### src/design/mic1_pkg.sv
// Shared types, codes and constants of the Mic-1 datapath.
`timescale 1ns / 1ps

package mic1_pkg;

    localparam int MEM_BYTES_DEF = 65536;
    localparam int CS_WORDS      = 512;
    localparam int CS_AW         = 9;
    localparam int MI_W          = 36;
    localparam int WORD_W        = 32;
    localparam int NUM_REGS      = 9;

    // C-bus register order
    localparam int REG_MAR = 0;
    localparam int REG_MDR = 1;
    localparam int REG_PC  = 2;
    localparam int REG_SP  = 3;
    localparam int REG_LV  = 4;
    localparam int REG_CPP = 5;
    localparam int REG_TOS = 6;
    localparam int REG_OPC = 7;
    localparam int REG_H   = 8;

    // item function codes
    localparam logic [1:0] FUNC_CS_WR  = 2'd0;
    localparam logic [1:0] FUNC_MEM_WR = 2'd1;
    localparam logic [1:0] FUNC_TICK   = 2'd2;

    // B bus sources
    localparam logic [3:0] BSEL_MDR   = 4'd0;
    localparam logic [3:0] BSEL_PC    = 4'd1;
    localparam logic [3:0] BSEL_MBR_S = 4'd2;
    localparam logic [3:0] BSEL_MBR_U = 4'd3;
    localparam logic [3:0] BSEL_SP    = 4'd4;
    localparam logic [3:0] BSEL_LV    = 4'd5;
    localparam logic [3:0] BSEL_CPP   = 4'd6;
    localparam logic [3:0] BSEL_TOS   = 4'd7;
    localparam logic [3:0] BSEL_OPC   = 4'd8;

    // ALU function codes
    localparam logic [5:0] ALU_A         = 6'd24;
    localparam logic [5:0] ALU_B         = 6'd20;
    localparam logic [5:0] ALU_NOT_A     = 6'd26;
    localparam logic [5:0] ALU_NOT_B     = 6'd44;
    localparam logic [5:0] ALU_SUM       = 6'd60;
    localparam logic [5:0] ALU_SUM_INC   = 6'd61;
    localparam logic [5:0] ALU_A_INC     = 6'd57;
    localparam logic [5:0] ALU_B_INC     = 6'd53;
    localparam logic [5:0] ALU_B_SUB_A   = 6'd63;
    localparam logic [5:0] ALU_B_DEC     = 6'd54;
    localparam logic [5:0] ALU_NEG_A     = 6'd59;
    localparam logic [5:0] ALU_AND       = 6'd12;
    localparam logic [5:0] ALU_OR        = 6'd28;
    localparam logic [5:0] ALU_ZERO      = 6'd16;
    localparam logic [5:0] ALU_ONE       = 6'd49;
    localparam logic [5:0] ALU_MINUS_ONE = 6'd50;

    localparam logic [CS_AW-1:0] JAM_BIT = 9'h100;

    typedef enum logic [1:0] {
        ST_CLEAR,
        ST_IDLE,
        ST_MEM,
        ST_RESULT
    } state_t;

    // microinstruction layout, MSB first
    typedef struct packed {
        logic [CS_AW-1:0]    next_addr;
        logic                jmpc;
        logic                jamn;
        logic                jamz;
        logic [1:0]          shift;
        logic [5:0]          alu;
        logic [NUM_REGS-1:0] c_en;
        logic                write;
        logic                read;
        logic                fetch;
        logic [3:0]          b_sel;
    } mi_t;

    typedef struct packed {
        logic [WORD_W-1:0] mdr;
        logic [WORD_W-1:0] pc;
        logic [WORD_W-1:0] sp;
        logic [WORD_W-1:0] lv;
        logic [WORD_W-1:0] cpp;
        logic [WORD_W-1:0] tos;
        logic [WORD_W-1:0] opc;
        logic [WORD_W-1:0] h;
        logic [7:0]        mbr;
        logic [WORD_W-1:0] b_hold;
        logic [WORD_W-1:0] alu_prev;
    } dp_src_t;

    typedef struct packed {
        logic [WORD_W-1:0] b_bus;
        logic [WORD_W-1:0] alu_out;
        logic [WORD_W-1:0] c_bus;
    } dp_out_t;

endpackage

### src/design/mic1_exec.sv
// B bus select, ALU and shifter for one microinstruction.
`timescale 1ns / 1ps

module mic1_exec (
    input  mic1_pkg::mi_t     mi,
    input  mic1_pkg::dp_src_t src,
    input  logic              shift_order,
    output mic1_pkg::dp_out_t res
);

    logic [mic1_pkg::WORD_W-1:0] b_bus;
    logic [mic1_pkg::WORD_W-1:0] alu_out;
    logic [mic1_pkg::WORD_W-1:0] sh_out;
    logic                        do_sll;
    logic                        do_sra;

    always_comb begin
        case (mi.b_sel)
            mic1_pkg::BSEL_MDR:   b_bus = src.mdr;
            mic1_pkg::BSEL_PC:    b_bus = src.pc;
            mic1_pkg::BSEL_MBR_S: b_bus = {{24{src.mbr[7]}}, src.mbr};
            mic1_pkg::BSEL_MBR_U: b_bus = {24'd0, src.mbr};
            mic1_pkg::BSEL_SP:    b_bus = src.sp;
            mic1_pkg::BSEL_LV:    b_bus = src.lv;
            mic1_pkg::BSEL_CPP:   b_bus = src.cpp;
            mic1_pkg::BSEL_TOS:   b_bus = src.tos;
            mic1_pkg::BSEL_OPC:   b_bus = src.opc;
            default:              b_bus = src.b_hold;
        endcase
    end

    always_comb begin
        case (mi.alu)
            mic1_pkg::ALU_A:         alu_out = src.h;
            mic1_pkg::ALU_B:         alu_out = b_bus;
            mic1_pkg::ALU_NOT_A:     alu_out = ~src.h;
            mic1_pkg::ALU_NOT_B:     alu_out = ~b_bus;
            mic1_pkg::ALU_SUM:       alu_out = src.h + b_bus;
            mic1_pkg::ALU_SUM_INC:   alu_out = src.h + b_bus + 32'd1;
            mic1_pkg::ALU_A_INC:     alu_out = src.h + 32'd1;
            mic1_pkg::ALU_B_INC:     alu_out = b_bus + 32'd1;
            mic1_pkg::ALU_B_SUB_A:   alu_out = b_bus - src.h;
            mic1_pkg::ALU_B_DEC:     alu_out = b_bus - 32'd1;
            mic1_pkg::ALU_NEG_A:     alu_out = 32'd0 - src.h;
            mic1_pkg::ALU_AND:       alu_out = src.h & b_bus;
            mic1_pkg::ALU_OR:        alu_out = src.h | b_bus;
            mic1_pkg::ALU_ZERO:      alu_out = 32'd0;
            mic1_pkg::ALU_ONE:       alu_out = 32'd1;
            mic1_pkg::ALU_MINUS_ONE: alu_out = 32'hFFFF_FFFF;
            default:                 alu_out = src.alu_prev;
        endcase
    end

    assign do_sll = shift_order ? mi.shift[0] : mi.shift[1];
    assign do_sra = shift_order ? mi.shift[1] : mi.shift[0];

    // both or neither shift bit: pass through
    always_comb begin
        if (do_sll && !do_sra) begin
            sh_out = {alu_out[23:0], 8'd0};
        end else if (do_sra && !do_sll) begin
            sh_out = {alu_out[31], alu_out[31:1]};
        end else begin
            sh_out = alu_out;
        end
    end

    assign res.b_bus   = b_bus;
    assign res.alu_out = alu_out;
    assign res.c_bus   = sh_out;

endmodule
### config.mk
export PLATFORM = sky130hd
export DESIGN_NAME = mic1_exec
export DESIGN_NICKNAME = d
export VERILOG_FILES = /design/src/design/mic1_pkg.sv /design/src/design/mic1_exec.sv
export SDC_FILE = /design/constraint.sdc
export NUM_CORES = 1
export LEC_CHECK = 0
export BUFFER_PORTS_ARGS = -buffer_cell sky130_fd_sc_hd__buf_2
export CELL_PAD_IN_SITES_DETAIL_PLACEMENT = 0
export CELL_PAD_IN_SITES_GLOBAL_PLACEMENT = 1
export CORE_UTILIZATION = 32
export DETAILED_ROUTE_END_ITERATION = 8
export GPL_TIMING_DRIVEN = 0
export PLACE_DENSITY_LB_ADDON = 0.1
export REMOVE_ABC_BUFFERS = 1
export SETUP_SLACK_MARGIN = 0.15
export SYNTH_ARGS = -nofsm -noshare
export SYNTH_HDL_FRONTEND = slang
export SYNTH_SLANG_ARGS = --single-unit
### constraint.sdc
create_clock -name vclk -period 6.6
set_input_delay 0.99 -clock vclk [all_inputs]
set_output_delay 0.99 -clock vclk [all_outputs]
set_load 0.005 [all_outputs]
# Yosys cells after proc, flatten, opt, wreduce, memory -nomap -nowiden
# Index checks and enable logic that the tools add are counted.
word_totals:
  in_bits: 365
  register_bits: 0
  out_inout_bits: 96
  memories: 0
  romBits: 0
  mem_bits_rw: 0
  latch_bits: 0
op_classes:
  mul: 0
  div_mod_pow: 0
  magnitude_cmp: 0
  bitwise_logic: 4
  n_mux: 6
  n_eq_ne: 24
  add_sub_neg: 7
  reduce_logical: 5
  shift: 0
op_table:
  columns: ["op", "n"]
  rows:
  - ["$pmux W32 S16", 1]
  - ["$pmux W32 S9", 1]
  - ["$add A32 B1 Y32 const B", 3]
  - ["$not A32 Y32", 2]
  - ["$eq A6 B6 Y1 const B", 10]
  - ["$add A32 B32 Y32", 1]
  - ["$and A32 B32 Y32", 1]
  - ["$mux W32", 1]
  - ["$or A32 B32 Y32", 1]
  - ["$sub A1 B32 Y32 const A", 1]
  - ["$sub A32 B1 Y32 const B", 1]
  - ["$sub A32 B32 Y32", 1]
  - ["$mux W31", 1]
  - ["$eq A6 B5 Y1 const B", 5]
  - ["$eq A4 B3 Y1 const B", 4]
  - ["$eq A4 B2 Y1 const B", 2]
  - ["$eq A6 B4 Y1 const B", 1]
  - ["$eq A4 B1 Y1 const B", 1]
  - ["$eq A4 B4 Y1 const B", 1]
  - ["$logic_not A4 Y1", 1]
  - ["$logic_and A1 B1 Y1", 2]
  - ["$logic_not A1 Y1", 2]
  - ["$mux W1", 2]

# Logic depth before layout (Yosys ltp)
# Gate-level depths: netlist of the first run.
logic_depth:
  ltp_word: 7
  ltp_mapped: 25

# Worst setup path after synthesis of the first run
# No wires, ideal clock.
synth_timing:
  kind: "input to output"
  from: "input port mi[0] in the netlist's numbering"
  to: "output port res[18] in the netlist's numbering"
  arrival_time_ns: 6.178
  path_slack_ns: -0.568
  stages: 23
  cell_sequence: "buf_2 buf_2 o31ai_1 clkbuf_1 buf_1 clkbuf_1 nand4_1 o21ai_1 inv_1 ha_1 a211oi_1 o21a_1 o21ai_1 xnor2_1 o31a_1 or3_1 or4b_1 xnor2_1 a21oi_1 nand2b_1 o211ai_1 o31a_1 a21oi_1"
synth_rtl:
  columns: ["item", "line_no", "source"]
  rows:
  - ["start, declared", "mic1_exec.sv:5", "input mic1_pkg::mi_t mi,"]
  - ["end, declared", "mic1_exec.sv:8", "output mic1_pkg::dp_out_t res"]

==> results of run 1 <==
layout by cell type (no fill, tap or decap), types with 33 or more instances in the layout:
cell type	instances
buf_2	426
nor2_1	207
buf_4	147
nand2_1	109
a21oi_1	97
o21ai_0	85
ha_1	81
inv_1	77
a22oi_1	73
buf_6	62
nand4_1	53
xnor2_1	53
a21o_1	46
a221oi_1	45
nand3_1	43
xor2_1	33
per-stage QoR:
stage / util, % / hold slack (ns) / TNS, ns
after global placement: 38.7 / 2.32 / -434.82
after floorplan: - / 2.03 / -101.48
final: 52.1 / 2.31 / -4.16
after global routing: 52.0 / 2.33 / -11.15
after CTS: 48.9 / 2.31 / -2.74
after detailed placement: 40.1 / 2.31 / -102.01
logic make-up (layout without fill, tap and decap cells):
family                   Yosys count  count (layout)  share of synthesized area, %
AO/OA/AOI/OAI                    783             783                          45.2
XOR/XNOR                          99              99                          7.03
adder cells (fa/ha/maj)          129             129                          13.3
buffers and inverters            229             771                          7.46
multiplexers                      18              18                          1.61
other                              0               7                             0
AND/OR/NAND/NOR                  625             628                          25.4
tightest hold or removal path: cells and delay by family:
kind | cells | cell delay [ns]
simple gates | 2 | 0.14
buf+inv | 2 | 0.19
power by group:
group | internal [mW] | switching (mW) | leakage (nW)
Combinational | 1.08 | 1.39 | 8.39
Sequential | 0 | 0 | 0
Clock | 0.000000142 | 0 | 0.0000444
Total | 1.08 | 1.39 | 8.39
cells in the mapped netlist (11+ instances only):
master	count	share of area, %
xor2_1	38	2.7
mux2i_1	12	0.97
o31ai_1	14	0.85
nor3_1	32	1.3
a21oi_1	126	5.1
buf_2	33	1.3
o211ai_1	30	1.8
a211oi_1	29	1.8
nor2b_1	14	0.71
a21o_1	47	2.9
nand2b_1	18	0.91
a22oi_1	76	4.6
nor2_1	220	6.7
a222oi_1	24	1.9
ha_1	126	13
nand2_1	115	3.5
nand4_1	53	2.7
o22ai_1	27	1.4
clkbuf_1	90	2.7
o21ai_1	32	1.3
a31oi_1	21	1.1
o221ai_1	25	1.8
a221oi_1	58	4.1
a2111oi_0	19	1.3
nand3_1	50	2.0
or3_1	14	0.71
o21a_1	19	1.2
inv_1	95	2.9
and3_1	18	0.91
and2_1	11	0.56
o21ai_0	116	4.7
xnor2_1	61	4.3
worst paths after layout:
path | startpoint | end | slack [ns]
max | mi[2] | res[30] | -0.32
min | src[31] | res[63] | 2.31
final cells by class:
| type | count | area, µm² |
|---|---|---|
| antenna | 7 | 17.5 |
| fill | 3793 | 18100 |
| inverter | 96 | 372 |
| multi-input combinational | 1657 | 13800 |
| tap | 511 | 639 |
| timing repair buffer | 674 | 4790 |
| timing repair inverter | 1 | 7.51 |
routing by layer:
metal  GRT usage [%]  wire length (µm)  up-vias
li1                -                 -     8489
met1            48.8             32400     9038
met2            60.1             34500      921
met3            4.04              5570      221
met4            19.1              4470        8
met5               0                49        -
repair_timing:
action | in CTS | in global routing
cloned | 13 | 1
buffers inserted | 142 | 54
pin swaps | 141 | 94
resized for setup | 397 | 150
endpoints found under the setup margin | 63 | 46
==> results.cfg, run 1 <==
[drt]
wire_per_inst_um = 26.1
totalWireLength_um = 77000
drc = 0
viasPerCell = 6.34
first_pass_iters = 5
vias = 18700
ant_nets = 0
drt_iter0_drc = 1592

[worst_setup_path]
path_class = in2out
worstSetupStartpointType = input port
max_stage_delay_ns = 0.42
cp.arrival_ns = 5.93
cp_cell_sequence = bufbuf_16, or3_4, o21ai_4, buf_6, nand4_1, o21ai_4, inv_1, ha_1, a21oi_1, o21a_1, o211ai_1, a21oi_4, buf_12, o21ai_2, a211oi_2, xnor2_1, mux2_4, nand4_1, xor2_2, a211oi_4, buf_6, a221oi_2, o22a_1, buf_2
crit_family = compound AO/OA/AOI/OAI gates
worstPathMaxFanout = 12
path_depth = 24
end_kind = primary output
crit_slowest_cell = or3_4
cp_num_buf_inv = 6
required_ns = 5.61

[floorplanning]
die_h_um = 198
die_area_um2 = 39300
core_area_um2 = 37800
core.rowCount = 71
start_util_pct = 32.7
io_pins = 461
die_w_um = 198

[sta]
period_minus_slack_ns = 6.92
layout_setup_ws_ns = -0.320
setup-violations-final = 27
max_freq_mhz = 145
timing.slew.headroom_pct = 7.61
worstMarginPinSlew_ns = 1.38
fin_crit_sh_pct = 105
hold_viol_final = 0
final-max-slew-violation-count = 0
rsz0062_at_grt = true

[final_layout]
final_cells = 2946
stdcell_area_um2 = 19700
regArea_um2 = 0
nNetsFinal = 2924
syn2layout_area_growth_pct = 59.4
clock_buffers = 0
seq_cells = 0
layout-drive-gt1-share_pct = 43.1

[worst_hold_path]
hp-class = in2out
whs_path_depth = 4

[place]
place_area_um2 = 15100
hpwl_um = 57800
dp_cells = 2729
place_congestion = 0.976
dp_slack_ns = -2.64
portBuffers = 437

[synth]
yosysWarnings = 0
synthDistinctLibCells = 97
syn_area_per_cell_um2 = 6.55
synthCells = 1883
ys_seq_area_share_pct = 0
netlist_area_um2 = 12300

[power_and_ir_drop]
power.total_mw = 2.47
max-vdd-ir-drop_uv = 68.5
p_per_area_nw_per_um2 = 125
total_leakage_power_nw = 8.39

[global_routing]
grt_pass1_vias = 17900
grt.overflow.total = 0
antenna_found_initial = 9
grt_usage_pct = 37.3
grt_max_degree = 47
grt_first_pass_wirelength_um = 111000

[flow_run]
cap_violations = 0

[run_status]
violations = negative setup slack
status = finished, violations left

[clock_network]
hold_buffers = 0
(Power assumes the default switching activity.)
==> run 2: changes to the inputs <==
--- a/config.mk
+++ b/config.mk
@@ -5,15 +5,17 @@
 export SDC_FILE = /design/constraint.sdc
 export NUM_CORES = 1
 export LEC_CHECK = 0
-export BUFFER_PORTS_ARGS = -buffer_cell sky130_fd_sc_hd__buf_2
 export CELL_PAD_IN_SITES_DETAIL_PLACEMENT = 0
 export CELL_PAD_IN_SITES_GLOBAL_PLACEMENT = 1
-export CORE_UTILIZATION = 32
+export CORE_AREA = 2 2 180 182
 export DETAILED_ROUTE_END_ITERATION = 8
+export DIE_AREA = 0 0 182 184
+export DONT_BUFFER_PORTS = 1
 export GPL_TIMING_DRIVEN = 0
 export PLACE_DENSITY_LB_ADDON = 0.1
 export REMOVE_ABC_BUFFERS = 1
 export SETUP_SLACK_MARGIN = 0.15
+export SLEW_MARGIN = 20
 export SYNTH_ARGS = -nofsm -noshare
 export SYNTH_HDL_FRONTEND = slang
 export SYNTH_SLANG_ARGS = --single-unit
==> results.cfg, run 2 (synthesis gave the netlist of run 1 again) <==
[worst_setup_path]
end_kind = primary output
cp.arrival_ns = 5.84
worstPathMaxFanout = 24
required_ns = 5.61
crit_slowest_cell = or3_4
max_stage_delay_ns = 0.45
cp_num_buf_inv = 4
crit_family = compound AO/OA/AOI/OAI gates
crit_top_cell = buf_6
worstSetupStartpointType = input port
path_class = in2out
cp_cell_sequence = nor4b_4, buf_4, buf_6, a22o_1, a221oi_2, nand4_1, o21ai_4, ha_4, and2b_2, buf_6, o2111a_2, or3_4, a21oi_4, o21ai_1, a211oi_2, xnor2_1, mux2_2, nand4_1, xor2_2, a211oi_4, buf_6, a221oi_4, o22a_1

[power_and_ir_drop]
p_per_area_nw_per_um2 = 128
power.total_mw = 1.98
max-vdd-ir-drop_uv = 65.3
total_leakage_power_nw = 5.88

[sta]
fin_setup_tns_ns = -1.92
worstMarginPinSlew_ns = 1.23
final-max-slew-violation-count = 0
timing.slew.headroom_pct = 17.9
max_freq_mhz = 146
period_minus_slack_ns = 6.83
fin_crit_sh_pct = 103
setup-violations-final = 16
layout_setup_ws_ns = -0.228
holdWs_ns = 2.04
rsz0062_at_grt = true
hold_viol_final = 0

[drt]
drc = 0
drt_iter0_drc = 1816
first_pass_iters = 6
totalWireLength_um = 70700
viasPerCell = 7.11
wire_per_inst_um = 30.7
vias = 16400
ant_nets = 0

[final_layout]
syn2layout_area_growth_pct = 26.1
seq_cells = 0
layout_common_cells = 207 x nor2_1, 111 x nand2_1, 101 x a21oi_1
stdcell_area_um2 = 15500
regArea_um2 = 0
clock_buffers = 0
nNetsFinal = 2388
fin_util_pct = 49.5
final_cells = 2306
mostFrequentLayoutCell = nor2_1
layout-drive-gt1-share_pct = 24.5

[global_routing]
grt_usage_pct = 39.5
antenna_found_initial = 11
grt_pass1_vias = 15200
grt_max_degree = 47
grt.overflow.total = 0
grt_first_pass_wirelength_um = 101000

[worst_hold_path]
hp-class = in2out

[floorplanning]
start_util_pct = 39.3
die_w_um = 182
io_pins = 461
core_area_um2 = 31400
core.rowCount = 65
die_area_um2 = 33500
die_h_um = 184

[run_status]
status = finished, violations left
violations = negative setup slack

[place]
hpwl_um = 55400
place_area_um2 = 12800
dp_slack_ns = -1.93
dp_cells = 2186
place_congestion = 0.975
portBuffers = 0

[clock_network]
hold_buffers = 0

[flow_run]
cap_violations = 0
[run 2: cell count changes in the layout (fill, tap and decap cells not counted), sizes merged]
cell / delta
diode: +5
nor2: -1
bufbuf: -7
o31a: +1
buf: -527
clkbuf: -1
and4b: -1
[run 2: cell type report]
class | count | area [µm²]
fillers | 3247 | 15800
repair buffers | 139 | 1330
diodes | 12 | 30.0
multi-input cells | 1656 | 13300
well taps | 402 | 503
inverters | 96 | 369
repair inverters | 1 | 7.51
[run 2: routing by layer]
metal	share of wire, %	up-vias	track usage (%)
li1	-	7402	-
met1	38	7938	46.3
met2	45	860	64.4
met3	11	197	13.1
met4	6.6	6	20.0
met5	0.052	-	0
[run 2: path summary, 6_finish.rpt]
path                     from      end  depth (start not counted)
hold / removal    shift_order  res[18]                          1
setup / recovery        mi[2]  res[30]                         23
[run 2: timing repair]
action | 4_1_cts | 5_1_grt
resized for setup | 230 | 156
gates cloned | 2 | 1
setup endpoints to repair | 58 | 37
pin swaps | 84 | 82
setup buffers | 67 | 38
[run 2: report_power, final]
group          switching, mW  internal (mW)    total, mW
Combinational           1.20          0.786         1.98
Sequential                 0              0            0
Clock                      0    0.000000272  0.000000272
Total                   1.20          0.786         1.98
